**src/taint_tag_probe_table_defines.svh**
```systemverilog
// ----------------------------------------------------------------------------
// Taint tag probe table: assertion macros
// Shared concurrent assertion forms, sampled on the rising clock edge and
// held off while reset is high.
// ----------------------------------------------------------------------------
`ifndef TAINT_TAG_PROBE_TABLE_DEFINES_SVH
`define TAINT_TAG_PROBE_TABLE_DEFINES_SVH

// same-cycle implication
`define TTPT_ASSERT_IMPL(name, clk, rst, ante, cons, msg) \
   name: assert property (@(posedge clk) disable iff (rst) (ante) |-> (cons)) \
      else $error(msg);

// next-cycle implication
`define TTPT_ASSERT_NEXT(name, clk, rst, ante, cons, msg) \
   name: assert property (@(posedge clk) disable iff (rst) (ante) |=> (cons)) \
      else $error(msg);

`endif

```
**src/ttpt_pkg.sv**
```systemverilog
// ----------------------------------------------------------------------------
// Taint tag probe table: package
// Operation, status and job types, hash constants and queue sizing.
// ----------------------------------------------------------------------------
`default_nettype none

package ttpt_pkg;

   localparam int MAX_IDX_W   = 16;
   localparam int KEY_W       = 64;
   localparam int QUEUE_DEPTH = 2;
   localparam int QPTR_W      = $clog2(QUEUE_DEPTH);
   localparam int QCNT_W      = $clog2(QUEUE_DEPTH + 1);

   localparam logic [31:0] HASH_MULT_LO = 32'hed558ccd;
   localparam logic [31:0] HASH_MULT_HI = 32'hff51afd7;
   localparam int          HASH_SHIFT   = 33;

   typedef logic [KEY_W-1:0]     key_type;
   typedef logic [MAX_IDX_W-1:0] home_type;

   typedef logic [1:0] op_type;
   localparam op_type OP_TAG   = 2'd0;
   localparam op_type OP_QUERY = 2'd1;
   localparam op_type OP_CLEAR = 2'd2;
   localparam op_type OP_PROP  = 2'd3;

   typedef logic [1:0] status_type;
   localparam status_type ST_DONE  = 2'd0;
   localparam status_type ST_NULL  = 2'd1;
   localparam status_type ST_NOENT = 2'd2;
   localparam status_type ST_SKIP  = 2'd3;

   typedef logic [1:0] kind_type;
   localparam kind_type KIND_PROBE = 2'd0;
   localparam kind_type KIND_NULL  = 2'd1;
   localparam kind_type KIND_SKIP  = 2'd2;

   typedef logic [1:0] sel_type;
   localparam sel_type SEL_TGT   = 2'd0;
   localparam sel_type SEL_SRC_A = 2'd1;
   localparam sel_type SEL_SRC_B = 2'd2;

   typedef struct packed {
      op_type   op;
      kind_type kind;
      key_type  target_addr;
      key_type  source_a_addr;
      key_type  source_b_addr;
      home_type home_t;
      home_type home_a;
      home_type home_b;
   } job_type;

endpackage

`default_nettype wire

```
**src/ttpt_queue.sv**
```systemverilog
// ----------------------------------------------------------------------------
// Taint tag probe table: job queue
// Short FIFO between the front end and the probe engine.
// ----------------------------------------------------------------------------
`default_nettype none

module ttpt_queue (
   input  wire logic              clock,
   input  wire logic              reset,
   input  wire logic              push_valid,
   output logic                   push_ready,
   input  wire ttpt_pkg::job_type push_job,
   output logic                   pop_valid,
   input  wire logic              pop_ready,
   output ttpt_pkg::job_type      pop_job
);

   ttpt_pkg::job_type              entry_ff [ttpt_pkg::QUEUE_DEPTH];
   logic [ttpt_pkg::QPTR_W-1:0]    wr_ptr_ff, wr_ptr_in;
   logic [ttpt_pkg::QPTR_W-1:0]    rd_ptr_ff, rd_ptr_in;
   logic [ttpt_pkg::QCNT_W-1:0]    count_ff, count_in;
   logic                           push_fire, pop_fire;

   assign push_ready = (count_ff != ttpt_pkg::QCNT_W'(ttpt_pkg::QUEUE_DEPTH));
   assign pop_valid  = (count_ff != '0);
   assign pop_job    = entry_ff[rd_ptr_ff];
   assign push_fire  = push_valid && push_ready;
   assign pop_fire   = pop_valid && pop_ready;

   always_comb begin
      wr_ptr_in = wr_ptr_ff;
      rd_ptr_in = rd_ptr_ff;
      count_in  = count_ff;
      if (push_fire) begin
         wr_ptr_in = (wr_ptr_ff == ttpt_pkg::QPTR_W'(ttpt_pkg::QUEUE_DEPTH - 1)) ? '0
                                                                                : wr_ptr_ff + 1'b1;
      end
      if (pop_fire) begin
         rd_ptr_in = (rd_ptr_ff == ttpt_pkg::QPTR_W'(ttpt_pkg::QUEUE_DEPTH - 1)) ? '0
                                                                                : rd_ptr_ff + 1'b1;
      end
      if (push_fire && !pop_fire) begin
         count_in = count_ff + 1'b1;
      end else if (pop_fire && !push_fire) begin
         count_in = count_ff - 1'b1;
      end
   end

   always_ff @(posedge clock) begin
      if (reset) begin
         wr_ptr_ff <= '0;
         rd_ptr_ff <= '0;
         count_ff  <= '0;
      end else begin
         wr_ptr_ff <= wr_ptr_in;
         rd_ptr_ff <= rd_ptr_in;
         count_ff  <= count_in;
      end
   end

   always_ff @(posedge clock) begin
      if (push_fire) begin
         entry_ff[wr_ptr_ff] <= push_job;
      end
   end

endmodule

`default_nettype wire

```
**config.mk**
```make
export PLATFORM = sky130hd
export DESIGN_NAME = ttpt_queue
export DESIGN_NICKNAME = d
export VERILOG_FILES = /design/src/taint_tag_probe_table_defines.svh /design/src/ttpt_pkg.sv /design/src/ttpt_queue.sv
export SDC_FILE = /design/constraint.sdc
export NUM_CORES = 1
export LEC_CHECK = 0
export ABC_CLOCK_PERIOD_IN_PS = 9500
export BUFFER_PORTS_ARGS = -buffer_cell sky130_fd_sc_hd__buf_4
export CORE_AREA = 4 4 254 256
export DETAILED_ROUTE_END_ITERATION = 7
export DIE_AREA = 0 0 258 260
export HOLD_SLACK_MARGIN = 0.12
export PLACE_DENSITY = 0.57
export SYNTH_ARGS = -nofsm -noshare
export SYNTH_HDL_FRONTEND = slang
export SYNTH_SLANG_ARGS = --single-unit
export TNS_END_PERCENT = 10
```
**constraint.sdc**
```tcl
create_clock -name clock -period 9.5 [get_ports clock]
set_clock_uncertainty 0.05 [all_clocks]
set_input_delay 0.475 -clock clock [delete_from_list [all_inputs] [get_ports clock]]
set_output_delay 0.475 -clock clock [all_outputs]
set_load 0.02 [all_outputs]
```
# After elaboration in Yosys (flattened, before gate mapping)
# Memories as Yosys holds them, arrays and structs flattened. A register that Yosys moved wholly into a read port is not among the register bits.
# Cells that the tools add are included.
# W data, S select, Z words.
[word_totals]
ram_bits = 488
elab_cells = 25
output_inout_bits = 246
reg_bits = 4
memories = 1
[op_classes]
add_sub_neg = 4
mux = 8
reduce_logical = 8
n_eq_ne = 1
[mem_list]
columns = ["name", "words", "word_bits", "read_ports", "rd_ports_with_merged_regs", "wr", "line_no", "rtl"]
rows = [
  ["entry_ff", 2, 244, 1, 1, 1, "ttpt_queue.sv:18", "ttpt_pkg::job_type entry_ff [ttpt_pkg::QUEUE_DEPTH];"],
]
[ops]
columns = ["operator", "n"]
rows = [
  ["$mux W1", 6],
  ["$logic_and A1 B1 Y1", 4],
  ["$mux W2", 2],
  ["$reduce_bool A2 Y1", 2],
  ["$add A1 B1 Y1 const B", 2],
  ["$add A2 B1 Y2 const B", 1],
  ["$logic_not A1 Y1", 2],
  ["$ne A2 B2 Y1 const B", 1],
  ["$sub A2 B1 Y2 const B", 1],
]

# Depth between registers and ports, before layout
[depth]
word_depth = 6
depth_mapped = 6
mapped_depth_nobuf = 6

# Least setup slack after synthesis
# OpenSTA, ideal clock, no wires.
[synth_timing]
path_type = "reg-to-reg"
startpoint = "register count_ff[0] (netlist name)"
endpoint = "memory entry_ff[1][0] (netlist name), enable pin"
arrival_ns = 6.332
path_stages_with_launch = 3
required_ns = 8.812
synth_period_minus_slack_ns = 7.019
path_buffers = 0
slack_ns = 2.481
cell_sequence = "dfxtp_1 > nand2b_1 > and3_1"
[synth_via]
elab_chain_cells = 4
[synth_rtl]
columns = ["element", "line_no", "rtl"]
rows = [
  ["start: declaration", "ttpt_queue.sv:21", "logic [ttpt_pkg::QCNT_W-1:0] count_ff, count_in;"],
  ["start signal: assignment", "ttpt_queue.sv:57", "count_ff <= count_in;"],
  ["$ne A2 B2 Y1", "ttpt_queue.sv:24", "assign push_ready = (count_ff != ttpt_pkg::QCNT_W'(ttpt_pkg::QUEUE_DEPTH));"],
  ["named net push_ready", "ttpt_queue.sv:11", "output logic push_ready,"],
  ["$logic_and A1 B1 Y1", "ttpt_queue.sv:27", "assign push_fire = push_valid && push_ready;"],
  ["$mux W1", "ttpt_queue.sv:62", "if (push_fire) begin"],
  ["$mux W1 (not written as such)", "ttpt_queue.sv:63", "entry_ff[wr_ptr_ff] <= push_job;"],
  ["end: declaration", "ttpt_queue.sv:18", ""],
]
# The timed path passes the listed nets, and every way through them passes these cells.

==> metrics.cfg <==
[floorplanning]
start_util = 0.296
chipWidth_um = 258
ioPinCount = 494
num_rows = 92
fp.dieArea_um2 = 67100
dieHeight_um = 260
core_area_um2 = 62500

[worst_setup_path]
critPathArrivalTime_ps = 3370
cp_data_required_time_ps = 8980
critical_path.reg2reg.startpoint = count_ff[0]
crit-reg2reg-capture = entry_ff[1][88]
max_stage_delay_ps = 880
reg2reg_depth = 4
critical-path-slowest-cell = sky130_fd_sc_hd__buf_4
path_class = flop to output port
cpLargestDelayFamily = buffers and inverters
endpoint_kind = output port
crit_top_cell = sky130_fd_sc_hd__buf_4
setup.reg_to_reg.worst_slack_ps = 6030
cp.depth = 4
start_kind = flop
timing.critical_path.buf_inv = 3
critical_path_cell_list = buf_4 > buf_4 > mux2_2 > buf_4
path_max_fanout = 66

[clock_network]
insertion_delay_ps = 580
cts.reportedPaths.clkPinSlew_ps = 60
max_clock_buf_depth = 3
clock_tree.root_cell = sky130_fd_sc_hd__clkbuf_16
cts_sinks = 493
cts_htree_levels = 2
cts_buffers = 54
tritoncts = done

[global_route]
via_count_of_the_first_global_routing_pass = 11200
overall_track_demand_over_capacity_in_global_routing = 0.125
wire_length_of_the_first_global_routing_pass_um = 65300
pin_count_of_the_biggest_net_entering_global_routing = 130
overflow = 0
initial_antenna_violation_count = 2

[finish]
drive_gt1_frac = 0.518
post-route-cell-area_um2 = 27400
finalNetCount = 1808
final_cell_count_no_fill = 2453
postLayoutCoreUtil = 0.439
areaGrowthSynthToFinish_pct = 48.3

[timing]
final_setup_slack_of_the_worst_path_ps = 5600
setup_viol_count_final = 0
post-route-period-util = 0.410
fin_setup_tns_ps = 0
timing.final.max_slew_violations = 0
fin_crit_ps = 3900
worstMarginPinSlew_ps = 1050
maxSlewHeadroom = 0.300
fmax_mhz = 256
setup_repair_after_global_routing_missed_its_margin = no
fin_hold_viols = 0

[detailed_routing]
vias_per_cell = 4.13
route.antenna.remaining_nets = 0
drtPass1Iterations = 4
routed_wl_um = 44700
drt_initial_violations = 468
route.vias.total = 10100
detail_route.drc_violations = 0
wire_per_inst_um = 18.2

[power_and_ir_drop]
peakVddDrop_v = 0.000261
power.density_cell_area_nw_per_um2 = 259
p_leak_uw = 0.0105

[synthesis]
share_of_the_synthesized_area_in_compound_gates_ao_oa_aoi_oai = 0.00163
yosysSeqAreaShare = 0.798
yosys.area.top_type = sky130_fd_sc_hd__edfxtp_1
synth_warnings = 0
main_combinational_cell_family_by_area_after_synthesis = multiplexers
synthesis.area_um2 = 18500
synth-xor-area-share = 0.00142
synthDistinctLibCells = 19
synthMostInstantiatedCell = sky130_fd_sc_hd__edfxtp_1
synthTopCellsByCount = sky130_fd_sc_hd__edfxtp_1 (488), sky130_fd_sc_hd__mux2_4 (160), sky130_fd_sc_hd__mux2_2 (84)
basic_gate_share_of_the_synthesized_area_counting_and_or_nand_and_nor_cells = 0.00271
syn_nets = 1032
dominantRegCellSynth = sky130_fd_sc_hd__edfxtp_1
synth.top_cells.by_area = sky130_fd_sc_hd__edfxtp_1 (79%), sky130_fd_sc_hd__mux2_4 (13%), sky130_fd_sc_hd__mux2_2 (5.1%)
synth-edff-count = 488
synth_cells = 783
syn-mean-instance-area_um2 = 23.6
postSynth.asyncResetShare = 0
muxShareOfSynthArea = 0.181
yosys_register_bits = 493
synth-adder-area-share = 0.000677
synthDominantCellAreaShare = 0.793

[worst_hold_path]
hold_path_startpoint = pop_ready
number_of_cells_traversed_by_the_worst_hold_path = 4
min_delay_worst_endpoint = rd_ptr_ff
min_path_type = input port to flop

[job]
max_cap_violations = 0

[placed_design]
routabilityCongestion = 0.780
post_dp_cell_area_um2 = 23100
number_of_port_buffers = 493
hpwl_um = 30000
place.detailed.instances = 2103
detailedPlace.worstSlack_ps = 5970

[status]
run_status = finished clean

==> metrics by stage <==
stage          total power (uW)  hold WS [ps]
2_1_floorplan              4200           421
3_3_place_gp               4900           436
3_5_place_dp               4920           448
4_1_cts                    7210           239
5_1_grt                    7410           286
6_report                   7100           294
==> state kept, by name, summed over array words and instances, names as in the netlist, named ones only <==
signal     flops
entry_ff     488
count_ff       2
rd_ptr_ff      1
wr_ptr_ff      1
==> placed cells by master, fill, tap and decap left out, types with 7 or more instances in the layout <==
| cell | Yosys | routed |
|---|---|---|
| sky130_fd_sc_hd__mux2_2 | 84 | 84 |
| sky130_fd_sc_hd__mux2_4 | 160 | 160 |
| sky130_fd_sc_hd__clkbuf_1 | 0 | 7 |
| sky130_fd_sc_hd__edfxtp_1 | 488 | 488 |
| sky130_fd_sc_hd__clkbuf_16 | 0 | 57 |
| sky130_fd_sc_hd__dlygate4sd3_1 | 0 | 246 |
| sky130_fd_sc_hd__clkinv_1 | 0 | 13 |
| sky130_fd_sc_hd__clkinv_2 | 0 | 10 |
| sky130_fd_sc_hd__buf_4 | 0 | 500 |
| sky130_fd_sc_hd__bufinv_16 | 0 | 9 |
==> worst register-to-register path, cell delays in order (launching register included) <==
cell and delay (ps):
sky130_fd_sc_hd__dfxtp_1 400, sky130_fd_sc_hd__nand2b_1 210, sky130_fd_sc_hd__and3_4 790, sky130_fd_sc_hd__buf_4 670
sky130_fd_sc_hd__buf_4 920
==> power by group <==
part	leakage [uW]	internal, uW	switching (uW)	total (uW)
logic	0.00495	1030	1090	2120
clock network	0.000907	1330	836	2170
registers	0.00460	2720	86.1	2810
==> kinds of logic (layout without fill, tap and decap cells) <==
family                     count (synthesis)  count (layout)
adders and majority gates                  1               1
other                                      0               2
muxes                                    244             244
and+or+nand+nor                            9               9
AOI/OAI and AO/OA                          5               5
xor gates and xnor gates                   3               3
buffers and inverters                     28             850
DFF                                      493             493
==> layer usage <==
metal / global-route usage / wire [um] / vias up
met3: 0.0334 / 2720 / 95
met4: 0.0514 / 1530 / 0
li1: - / - / 4692
met2: 0.229 / 23700 / 317
met5: 0 / 0 / -
met1: 0.139 / 16800 / 5024
==> worst max-delay path by stage <==
stage / start / end
after floorplan: count_ff[0] / entry_ff[1][0]
after global placement: count_ff[0] / entry_ff[1][103]
after detailed placement: count_ff[0] / entry_ff[1][103]
after CTS: flop / pop_job[243]
after global routing: flop / pop_job[61]
final: flop / pop_job[243]
==> layout make-up <==
type                    instances  area, um^2
multi-input cells             262        3470
clock inverters                38         417
well taps                     846        1060
fillers                      5511       35100
inverters                       1        11.3
repair buffers                747        6240
flip-flops and latches        493       14800
diodes                          2        5.00
clock buffers                  64        1450
==> repair_timing <==
item / 4_1_cts / 5_1_grt
endpoints found under the hold margin: 493 / 0
resized for setup: 0 / 0
hold buffers: 246 / 0
setup buffers: 0 / 0
(Power assumes the default switching activity.)
