--- config.mk ---
export PLATFORM = sky130hd
export DESIGN_NAME = ttpt_front_flat
export DESIGN_NICKNAME = d
export VERILOG_FILES = /design/src/taint_tag_probe_table_defines.svh /design/src/ttpt_pkg.sv /design/src/ttpt_if.sv /design/src/ttpt_front.sv /design/src/flat_wrapper.sv
export SDC_FILE = /design/constraint.sdc
export NUM_CORES = 2
export LEC_CHECK = 0
export ABC_AREA = 1
export BUFFER_PORTS_ARGS = -buffer_cell sky130_fd_sc_hd__buf_2
export CORE_ASPECT_RATIO = 0.6
export CORE_UTILIZATION = 35
export DETAILED_ROUTE_END_ITERATION = 16
export SLEW_MARGIN = 10
export SYNTH_ARGS = -nofsm -noshare
export SYNTH_HDL_FRONTEND = slang
export SYNTH_SLANG_ARGS = --single-unit
--- constraint.sdc ---
create_clock -name clock -period 8.2 [get_ports clock]
set_clock_uncertainty 0.1 [all_clocks]
set_input_delay 1.23 -clock clock [delete_from_list [all_inputs] [get_ports clock]]
set_output_delay 1.23 -clock clock [all_outputs]
set_load 0.01 [all_outputs]
--- src/taint_tag_probe_table_defines.svh ---
// ----------------------------------------------------------------------------
// Taint tag probe table: assertion macros
// Shared concurrent assertion forms, sampled on the rising clock edge and
// held off while reset is high.
// ----------------------------------------------------------------------------
`ifndef TAINT_TAG_PROBE_TABLE_DEFINES_SVH
`define TAINT_TAG_PROBE_TABLE_DEFINES_SVH

// same-cycle implication
`define TTPT_ASSERT_IMPL(name, clk, rst, ante, cons, msg) \
   name: assert property (@(posedge clk) disable iff (rst) (ante) |-> (cons)) \
      else $error(msg);

// next-cycle implication
`define TTPT_ASSERT_NEXT(name, clk, rst, ante, cons, msg) \
   name: assert property (@(posedge clk) disable iff (rst) (ante) |=> (cons)) \
      else $error(msg);

`endif

--- src/ttpt_pkg.sv ---
// ----------------------------------------------------------------------------
// Taint tag probe table: package
// Operation, status and job types, hash constants and queue sizing.
// ----------------------------------------------------------------------------
`default_nettype none

package ttpt_pkg;

   localparam int MAX_IDX_W   = 16;
   localparam int KEY_W       = 64;
   localparam int QUEUE_DEPTH = 2;
   localparam int QPTR_W      = $clog2(QUEUE_DEPTH);
   localparam int QCNT_W      = $clog2(QUEUE_DEPTH + 1);

   localparam logic [31:0] HASH_MULT_LO = 32'hed558ccd;
   localparam logic [31:0] HASH_MULT_HI = 32'hff51afd7;
   localparam int          HASH_SHIFT   = 33;

   typedef logic [KEY_W-1:0]     key_type;
   typedef logic [MAX_IDX_W-1:0] home_type;

   typedef logic [1:0] op_type;
   localparam op_type OP_TAG   = 2'd0;
   localparam op_type OP_QUERY = 2'd1;
   localparam op_type OP_CLEAR = 2'd2;
   localparam op_type OP_PROP  = 2'd3;

   typedef logic [1:0] status_type;
   localparam status_type ST_DONE  = 2'd0;
   localparam status_type ST_NULL  = 2'd1;
   localparam status_type ST_NOENT = 2'd2;
   localparam status_type ST_SKIP  = 2'd3;

   typedef logic [1:0] kind_type;
   localparam kind_type KIND_PROBE = 2'd0;
   localparam kind_type KIND_NULL  = 2'd1;
   localparam kind_type KIND_SKIP  = 2'd2;

   typedef logic [1:0] sel_type;
   localparam sel_type SEL_TGT   = 2'd0;
   localparam sel_type SEL_SRC_A = 2'd1;
   localparam sel_type SEL_SRC_B = 2'd2;

   typedef struct packed {
      op_type   op;
      kind_type kind;
      key_type  target_addr;
      key_type  source_a_addr;
      key_type  source_b_addr;
      home_type home_t;
      home_type home_a;
      home_type home_b;
   } job_type;

endpackage

`default_nettype wire

--- src/ttpt_if.sv ---
// ----------------------------------------------------------------------------
// Taint tag probe table: channel interfaces
// Request and response channels with valid/ready handshake.
// ----------------------------------------------------------------------------
`default_nettype none

interface ttpt_req_if;
   logic               valid;
   logic               ready;
   ttpt_pkg::op_type   operation;
   ttpt_pkg::key_type  target_addr;
   ttpt_pkg::key_type  source_a_addr;
   ttpt_pkg::key_type  source_b_addr;
   logic               owner_present;

   modport source (output valid, operation, target_addr, source_a_addr, source_b_addr,
                   owner_present, input ready);
   modport sink   (input valid, operation, target_addr, source_a_addr, source_b_addr,
                   owner_present, output ready);
endinterface


`default_nettype wire

--- src/ttpt_front.sv ---
// ----------------------------------------------------------------------------
// Taint tag probe table: front end
// Accepts request beats, classifies them and hashes the keys to home slots
// with one shared 32x32 multiplier, then hands a job to the queue.
// ----------------------------------------------------------------------------
`default_nettype none

module ttpt_front #(
   parameter int TABLE_SLOTS = 4096
) (
   input  wire logic              clock,
   input  wire logic              reset,
   input  wire logic              init_busy,
   ttpt_req_if.sink               req_if,
   output logic                   push_valid,
   input  wire logic              push_ready,
   output ttpt_pkg::job_type      push_job
);

   localparam int IDX_W = $clog2(TABLE_SLOTS);

   localparam logic [1:0] F_IDLE = 2'd0;
   localparam logic [1:0] F_HASH = 2'd1;
   localparam logic [1:0] F_PUSH = 2'd2;

   logic [1:0]         state_ff, state_in;
   ttpt_pkg::job_type  job_ff, job_in;
   ttpt_pkg::sel_type  idx_ff, idx_in;
   logic [1:0]         phase_ff, phase_in;
   logic [63:0]        mul_ff, mul_in;
   logic [63:0]        acc_ff, acc_in;

   logic               req_ready;
   ttpt_pkg::key_type  key_cur;
   logic [63:0]        premix;
   logic [31:0]        mul_a, mul_b;
   logic [63:0]        mul_out;
   logic [31:0]        prod_hi;
   logic [63:0]        product;
   logic [63:0]        mixed;
   ttpt_pkg::home_type home_new;

   assign req_ready    = (state_ff == F_IDLE) && !init_busy;
   assign req_if.ready = req_ready;
   assign push_valid   = (state_ff == F_PUSH);
   assign push_job     = job_ff;

   always_comb begin
      case (idx_ff)
         ttpt_pkg::SEL_TGT:   key_cur = job_ff.target_addr;
         ttpt_pkg::SEL_SRC_A: key_cur = job_ff.source_a_addr;
         default:             key_cur = job_ff.source_b_addr;
      endcase
      premix = key_cur ^ (key_cur >> ttpt_pkg::HASH_SHIFT);
      case (phase_ff)
         2'd1: begin
            mul_a = premix[63:32];
            mul_b = ttpt_pkg::HASH_MULT_LO;
         end
         2'd2: begin
            mul_a = premix[31:0];
            mul_b = ttpt_pkg::HASH_MULT_HI;
         end
         default: begin
            mul_a = premix[31:0];
            mul_b = ttpt_pkg::HASH_MULT_LO;
         end
      endcase
   end

   assign mul_out  = mul_a * mul_b;
   assign prod_hi  = acc_ff[63:32] + mul_ff[31:0];
   assign product  = {prod_hi, acc_ff[31:0]};
   assign mixed    = product ^ (product >> ttpt_pkg::HASH_SHIFT);
   assign home_new = ttpt_pkg::home_type'(mixed[IDX_W-1:0]);

   always_comb begin
      state_in = state_ff;
      job_in   = job_ff;
      idx_in   = idx_ff;
      phase_in = phase_ff;
      mul_in   = mul_ff;
      acc_in   = acc_ff;
      case (state_ff)
         F_IDLE: begin
            if (req_if.valid && req_ready) begin
               job_in.op            = req_if.operation;
               job_in.target_addr   = req_if.target_addr;
               job_in.source_a_addr = req_if.source_a_addr;
               job_in.source_b_addr = req_if.source_b_addr;
               job_in.home_t        = '0;
               job_in.home_a        = '0;
               job_in.home_b        = '0;
               idx_in               = ttpt_pkg::SEL_TGT;
               phase_in             = 2'd0;
               if (req_if.target_addr == '0) begin
                  job_in.kind = ttpt_pkg::KIND_NULL;
                  state_in    = F_PUSH;
               end else if (req_if.operation == ttpt_pkg::OP_TAG && !req_if.owner_present) begin
                  job_in.kind = ttpt_pkg::KIND_SKIP;
                  state_in    = F_PUSH;
               end else begin
                  job_in.kind = ttpt_pkg::KIND_PROBE;
                  state_in    = F_HASH;
               end
            end
         end
         F_HASH: begin
            mul_in   = mul_out;
            phase_in = phase_ff + 2'd1;
            case (phase_ff)
               2'd1: acc_in = mul_ff;
               2'd2: acc_in = product;
               2'd3: begin
                  case (idx_ff)
                     ttpt_pkg::SEL_TGT:   job_in.home_t = home_new;
                     ttpt_pkg::SEL_SRC_A: job_in.home_a = home_new;
                     default:             job_in.home_b = home_new;
                  endcase
                  if (job_ff.op == ttpt_pkg::OP_PROP && idx_ff != ttpt_pkg::SEL_SRC_B) begin
                     idx_in = idx_ff + 2'd1;
                  end else begin
                     state_in = F_PUSH;
                  end
               end
               default: acc_in = acc_ff;
            endcase
         end
         F_PUSH: begin
            if (push_ready) begin
               state_in = F_IDLE;
            end
         end
         default: state_in = F_IDLE;
      endcase
   end

   always_ff @(posedge clock) begin
      if (reset) begin
         state_ff <= F_IDLE;
      end else begin
         state_ff <= state_in;
      end
   end

   always_ff @(posedge clock) begin
      job_ff   <= job_in;
      idx_ff   <= idx_in;
      phase_ff <= phase_in;
      mul_ff   <= mul_in;
      acc_ff   <= acc_in;
   end

endmodule

`default_nettype wire

--- src/flat_wrapper.sv ---
// flat-port wrapper written by rule: the top's interface ports become plain ports
module ttpt_front_flat 
#(
   parameter int TABLE_SLOTS = 4096
)
  (clock, reset, init_busy, push_valid, push_ready, push_job, req_if_valid, req_if_operation, req_if_target_addr, req_if_source_a_addr, req_if_source_b_addr, req_if_owner_present, req_if_ready);
  ttpt_req_if req_if_i ();
  input  wire logic clock;
  input  wire logic reset;
  input  wire logic init_busy;
  output logic push_valid;
  input  wire logic push_ready;
  output ttpt_pkg::job_type push_job;
  input wire logic [$bits(req_if_i.valid)-1:0] req_if_valid;
  input wire logic [$bits(req_if_i.operation)-1:0] req_if_operation;
  input wire logic [$bits(req_if_i.target_addr)-1:0] req_if_target_addr;
  input wire logic [$bits(req_if_i.source_a_addr)-1:0] req_if_source_a_addr;
  input wire logic [$bits(req_if_i.source_b_addr)-1:0] req_if_source_b_addr;
  input wire logic [$bits(req_if_i.owner_present)-1:0] req_if_owner_present;
  output wire logic [$bits(req_if_i.ready)-1:0] req_if_ready;
  assign req_if_i.valid = req_if_valid;
  assign req_if_i.operation = req_if_operation;
  assign req_if_i.target_addr = req_if_target_addr;
  assign req_if_i.source_a_addr = req_if_source_a_addr;
  assign req_if_i.source_b_addr = req_if_source_b_addr;
  assign req_if_i.owner_present = req_if_owner_present;
  assign req_if_ready = req_if_i.ready;
  ttpt_front #(.TABLE_SLOTS(TABLE_SLOTS)) u_core (.clock(clock), .reset(reset), .init_busy(init_busy), .req_if(req_if_i), .push_valid(push_valid), .push_ready(push_ready), .push_job(push_job));
endmodule
# Word level (Yosys, flattened, before mapping)

Cells that the tools add are included.

Register bits: 358
Bits of input ports: 200

$add $sub $neg: 3
Multipliers: 1
Equality and inequality tests: 16
Multiplexer cells: 23
Bitwise logic cells: 3
Reduce and logical (&&, ||, !) cells: 22

Operator list:

| operator                                                              | number |
|---|---|
| 64-bit case mux with 2 select lines                                   | 2 |
| 48-bit 2-to-1 mux                                                     | 2 |
| 48-bit case mux with 2 select lines                                   | 1 |
| 64-bit logical NOT                                                    | 1 |
| 32-bit by 32-bit multiplier with 64-bit output                        | 1 |
| 64-bit by 31-bit XOR with 64-bit output                               | 1 |
| 16-bit 2-to-1 mux                                                     | 3 |
| 32-bit adder                                                          | 1 |
| 32-bit 2-to-1 mux                                                     | 1 |
| 29-bit 2-to-1 mux                                                     | 1 |
| 2-bit 2-to-1 mux                                                      | 10 |
| 4-bit AND reduction                                                   | 5 |
| 2-bit != test, second input constant                                  | 7 |
| 12-bit XOR                                                            | 1 |
| 2-bit equality test, second input constant                            | 4 |
| 2-bit case mux with 2 select lines                                    | 2 |
| 2-bit by 1-bit equality test with 1-bit output, second input constant | 3 |
| 2-bit logical NOT                                                     | 3 |
| 2-bit case mux with 3 select lines                                    | 1 |
| 2-bit AND reduction                                                   | 3 |
| 2-bit by 1-bit adder with 2-bit output, second input constant         | 2 |
| 1-bit logical AND                                                     | 4 |
| 2-bit by 1-bit != test with 1-bit output, second input constant       | 2 |
| 2-bit nonzero test                                                    | 2 |
| 4 further kinds                                                       | 5 |

# Depth between registers and ports, before layout

Word-level depth: 6
Gate-level depth with buffers: 42
Mapped depth without buffers: 40

# Worst setup path after synthesis

Ideal clock, no wire load.

Path kind: register to register
From: register u_core.idx_ff[0]
To: register u_core.mul_ff[42], data pin
Setup time: 0.262 ns
Data arrival time: 8.109 ns
Data required time: 7.838 ns
Slack: -0.271 ns
Stages on the path, launching flop included: 32
Buffers on the path: 2
Period minus slack after synthesis: 8.471 ns
Path through: edfxtp_1 inv_1 ha_1 nor2_4 buf_4 buf_2 a21oi_1 o21ai_1 inv_2 nor2_1 fa_1 fa_1 fa_1 inv_1 fa_1 inv_1 fa_1 inv_1 fa_1 inv_1 fa_1 fa_1 ha_1 nand2_1 nor4_1 nand2_1 nand2_1 nand2_1 nand3_1 a21o_1 a21oi_1 xor2_1

Cells in the longest elaborated chain, start to end: 5
Elaborated cells on any way between the ends: 6
Those cells by class: mul (1); eq/ne (1); mux (2); bitwise (1); reduce/logical (1)

Ends and longest elaborated chain:

| element                                                                             | line              | RTL |
|---|---|---|
| start: declaration                                                                  | ttpt_front.sv:28  | `ttpt_pkg::sel_type idx_ff, idx_in;` |
| start signal: assignment                                                            | ttpt_front.sv:148 | `idx_ff <= idx_in;` |
| 2-bit by 1-bit equality test with 1-bit output or 2-bit logical NOT (tied branches) | ttpt_front.sv:49  | `case (idx_ff)` |
| 64-bit case mux with 2 select lines (*)                                             | ttpt_front.sv:49  |  |
| 64-bit by 31-bit XOR with 64-bit output (*)                                         | ttpt_front.sv:54  | `premix = key_cur ^ (key_cur >> ttpt_pkg::HASH_SHIFT);` |
| 32-bit 2-to-1 mux (*)                                                               | ttpt_front.sv:55  | `case (phase_ff)` |
| 32-bit by 32-bit multiplier with 64-bit output (*)                                  | ttpt_front.sv:71  | `assign mul_out = mul_a * mul_b;` |
| via u_core.mul_out[42]                                                              | ttpt_front.sv:37  | `logic [63:0] mul_out;` |
| end signal: assignment                                                              | ttpt_front.sv:150 | `mul_ff <= mul_in;` |
| end: declaration                                                                    | ttpt_front.sv:30  | `logic [63:0] mul_ff, mul_in;` |

The timed path passes the listed nets; every way through them passes the cells marked *.
A chain may end at the register's enable or synchronous reset.

# Worst setup path in the final report

From: register u_core.idx_ff[0]
To: register u_core.mul_ff[40], data pin

The elaborated chain is that of the path after synthesis.

==> impl_metrics.env <==
export IMPL_maxCapViolations=0
export IMPL_worstReg2RegStart="u_core.idx_ff[0]"
export IMPL_setup_viol=5
export IMPL_whs_path_depth=2
export IMPL_cp_arrival_ns=8.50
export IMPL_violations="negative setup slack"
export IMPL_cpMostUsedCell="buf_4"
export IMPL_netlist_top_cells_count="inv_1 (751), fa_1 (505), nand2_1 (339), ha_1 (320), edfxtp_1 (287)"
export IMPL_async_flop_share_pct=0
export IMPL_grt_overflow=0
export IMPL_dp_slack_ns=-0.282
export IMPL_clk_latency_ns=0.62
export IMPL_cts_buffers=26
export IMPL_die_w_um=386
export IMPL_tightestPinTransition_ns=1.25
export IMPL_wl_per_cell_um=23.0
export IMPL_ys_ff_latch=289
export IMPL_drtPass1Iterations=5
export IMPL_report_final_slew_viol_count=0
export IMPL_place_gp_congestion=1.06
export IMPL_synthCells=2908
export IMPL_grt_setup_unrepaired="yes"
export IMPL_cts_htree_levels=1
export IMPL_status="complete, but fails checks"
export IMPL_yosys_area_top_type="fa_1"
export IMPL_synth_edf_count=287
export IMPL_start_util_pct=35.4
export IMPL_r2r_end="u_core.mul_ff[40]"
export IMPL_setup_ws_ns=-0.0747
export IMPL_nFillCells=8243
export IMPL_grt_util_all_layers_pct=25.0
export IMPL_portBuffers=433
export IMPL_netlist_area_mm2=0.0310
export IMPL_cts_buffer_depth=3
export IMPL_hold_end="u_core.acc_ff[32]"
export IMPL_drt_wl_total_mm=112
export IMPL_critPathMaxStageDelay_ns=0.63
export IMPL_grt_pass1_wl_mm=161
export IMPL_grt_pass1_vias=24200
export IMPL_vias=23800
export IMPL_hold_slack_ns=0.422
export IMPL_cp_slowest_cell="fa_2"
export IMPL_yosys_cell_types_count=55
export IMPL_r2r_cells=36
export IMPL_drc=0
export IMPL_yosysSeqAreaShare_pct=27.9
export IMPL_cts_tree="built"
export IMPL_row_count=84
export IMPL_reg2reg_slack_ns=-0.07
export IMPL_synth_most_common_cell="inv_1"
export IMPL_antenna_found_initial=9
export IMPL_area_growth_pct=27.3
export IMPL_synth_ff_type="edfxtp_1"
export IMPL_cts_root_buf="clkbuf_16"
export IMPL_synth_warnings=0
export IMPL_hold_start="u_core.mul_ff[32]"
export IMPL_slew_headroom_pct=15.9
export IMPL_postCtsHoldBufs=0
export IMPL_crit_type="reg2reg"
export IMPL_clock_sinks=289
export IMPL_die_h_um=233
export IMPL_postSynthAreaPerCell_um2=10.7
export IMPL_synth_top_area_share_pct=32.6
export IMPL_drive_gt1_share_pct=31.6
export IMPL_clk_pin_slew_ns=0.08
export IMPL_timing_hold_worst_class="reg2reg"
export IMPL_drtAntennaViolNets=0
export IMPL_fin_crit_sh_pct=101
export IMPL_critPathRequiredTime_ns=8.43
export IMPL_final_nets=4695
export IMPL_critPathMaxFanout=8
export IMPL_hold_violations=0
export IMPL_die_area_mm2=0.0899
export IMPL_fmax_mhz=121
export IMPL_ys_top_cells_by_area="fa_1 (33%), edfxtp_1 (28%), ha_1 (13%)"
export IMPL_cp_end_kind="register"
export IMPL_grt_max_degree=166
export IMPL_core_area_mm2=0.0877
export IMPL_drtIter0Drc=2374
export IMPL_dp_hpwl_mm=95.7
export IMPL_vias_per_cell=4.91
export IMPL_cp_start_kind="register"
export IMPL_period_needed_ns=8.27
export IMPL_top_level_ports=446
layout by cell type, fill, tap and decap left out, drive strengths merged, types with 6 or more instances in the layout:
master,Yosys,final
clkinvlp,0,8
or2,13,13
buf,43,799
a31oi,6,6
ha,320,320
clkinv,0,13
a21oi,103,103
a22oi,7,7
xor2,57,57
fa,505,505
conb,1,13
edfxtp,287,287
a22o,26,26
nand3,61,61
diode,0,7
nor3,10,10
nor4,21,21
inv,763,759
nand4,12,12
nand2,349,349
clkbuf,39,32
a21o,9,9
xnor2,17,17
nor2,135,135
o21ai,92,92
per-stage QoR:
| stage | cells | area [µm²] | utilization [%] | TNS [ns] |
|---|---|---|---|---|
| global placement | 4747 | 36700 | 41.9 | -1.41 |
| finish | 4856 | 39500 | 45.1 | -0.238 |
| detailed placement | 4747 | 36700 | 41.9 | -2.06 |
| CTS | 4801 | 38000 | 43.3 | 0 |
| floorplan | 2920 | 31100 | - | 0 |
| global route | 4853 | 39500 | 45.0 | -2.64 |
worst max-delay path: cells and delay by family (launching register included):
| family | cells | cell delay, ns |
|---|---|---|
| compound gates | 6 | 1.03 |
| flops | 1 | 0.47 |
| xor+xnor | 1 | 0.13 |
| fa+ha+maj | 10 | 4.22 |
| simple gates | 8 | 0.63 |
| buf+inv | 11 | 1.42 |
routing by layer:
layer,part of all wire (%),vias up,GRT usage [%],routed length (µm)
met3,16,89,12.6,17600
met1,47,12000,38.9,52100
met5,0.12,-,0,136
met4,1.2,8,2.35,1290
li1,-,10600,-,-
met2,36,1189,30.9,40600
timing repair:
action,4_1_cts,5_1_grt
gates cloned,1,5
resized for setup,80,269
setup buffers,7,44
hold endpoints to repair,0,0
setup endpoints to repair,13,13
pin swaps,23,114
layout make-up:
class | count | area [µm²] | share of cell area (%)
sequential | 289 | 8660 | 21.9
timing repair buffer | 804 | 5370 | 13.6
clock buffer | 27 | 654 | 1.66
clock inverter | 19 | 158 | 0.399
inverter | 763 | 2890 | 7.32
antenna | 7 | 17.5 | 0.0444
tap | 1161 | 1450 | 3.68
multi-input combinational | 1786 | 20300 | 51.4
worst max-delay path by stage:
stage                                start           endpoint  slack [ns]  depth (start not counted)
after global routing      u_core.idx_ff[0]  u_core.mul_ff[44]       -0.30                         36
after CTS                 u_core.idx_ff[0]  u_core.mul_ff[40]       0.001                         33
after floorplan           u_core.idx_ff[0]  u_core.mul_ff[42]        0.03                         31
after detailed placement  u_core.idx_ff[0]  u_core.mul_ff[42]       -0.28                         33
after global placement    u_core.idx_ff[0]  u_core.mul_ff[43]       -0.33                         28
final                     u_core.idx_ff[0]  u_core.mul_ff[40]       -0.07                         36
cell families (layout without fill, tap and decap cells):
kind of cell	Yosys count	count (layout)	share of synthesized area [%]
buffers and inverters	845	1613	10.8
adder cells (fa/ha/maj)	825	825	45.5
AND/OR/NAND/NOR	611	611	8.49
flip-flops	289	289	27.9
AO/OA/AOI/OAI	263	263	5.23
XOR/XNOR	74	74	2.09
other	1	20	0.0121
registers in the layout (all words and copies together), names as in the netlist:
signal,cells
u_core.acc_ff,25
u_core.idx_ff,2
u_core.mul_ff,26
u_core.phase_ff,2
u_core.push_job,232
u_core.state_ff,2
Power is left out: the tool's default activity adds up to more than one toggle a clock period on the data nets, which glitch-free logic cannot reach.
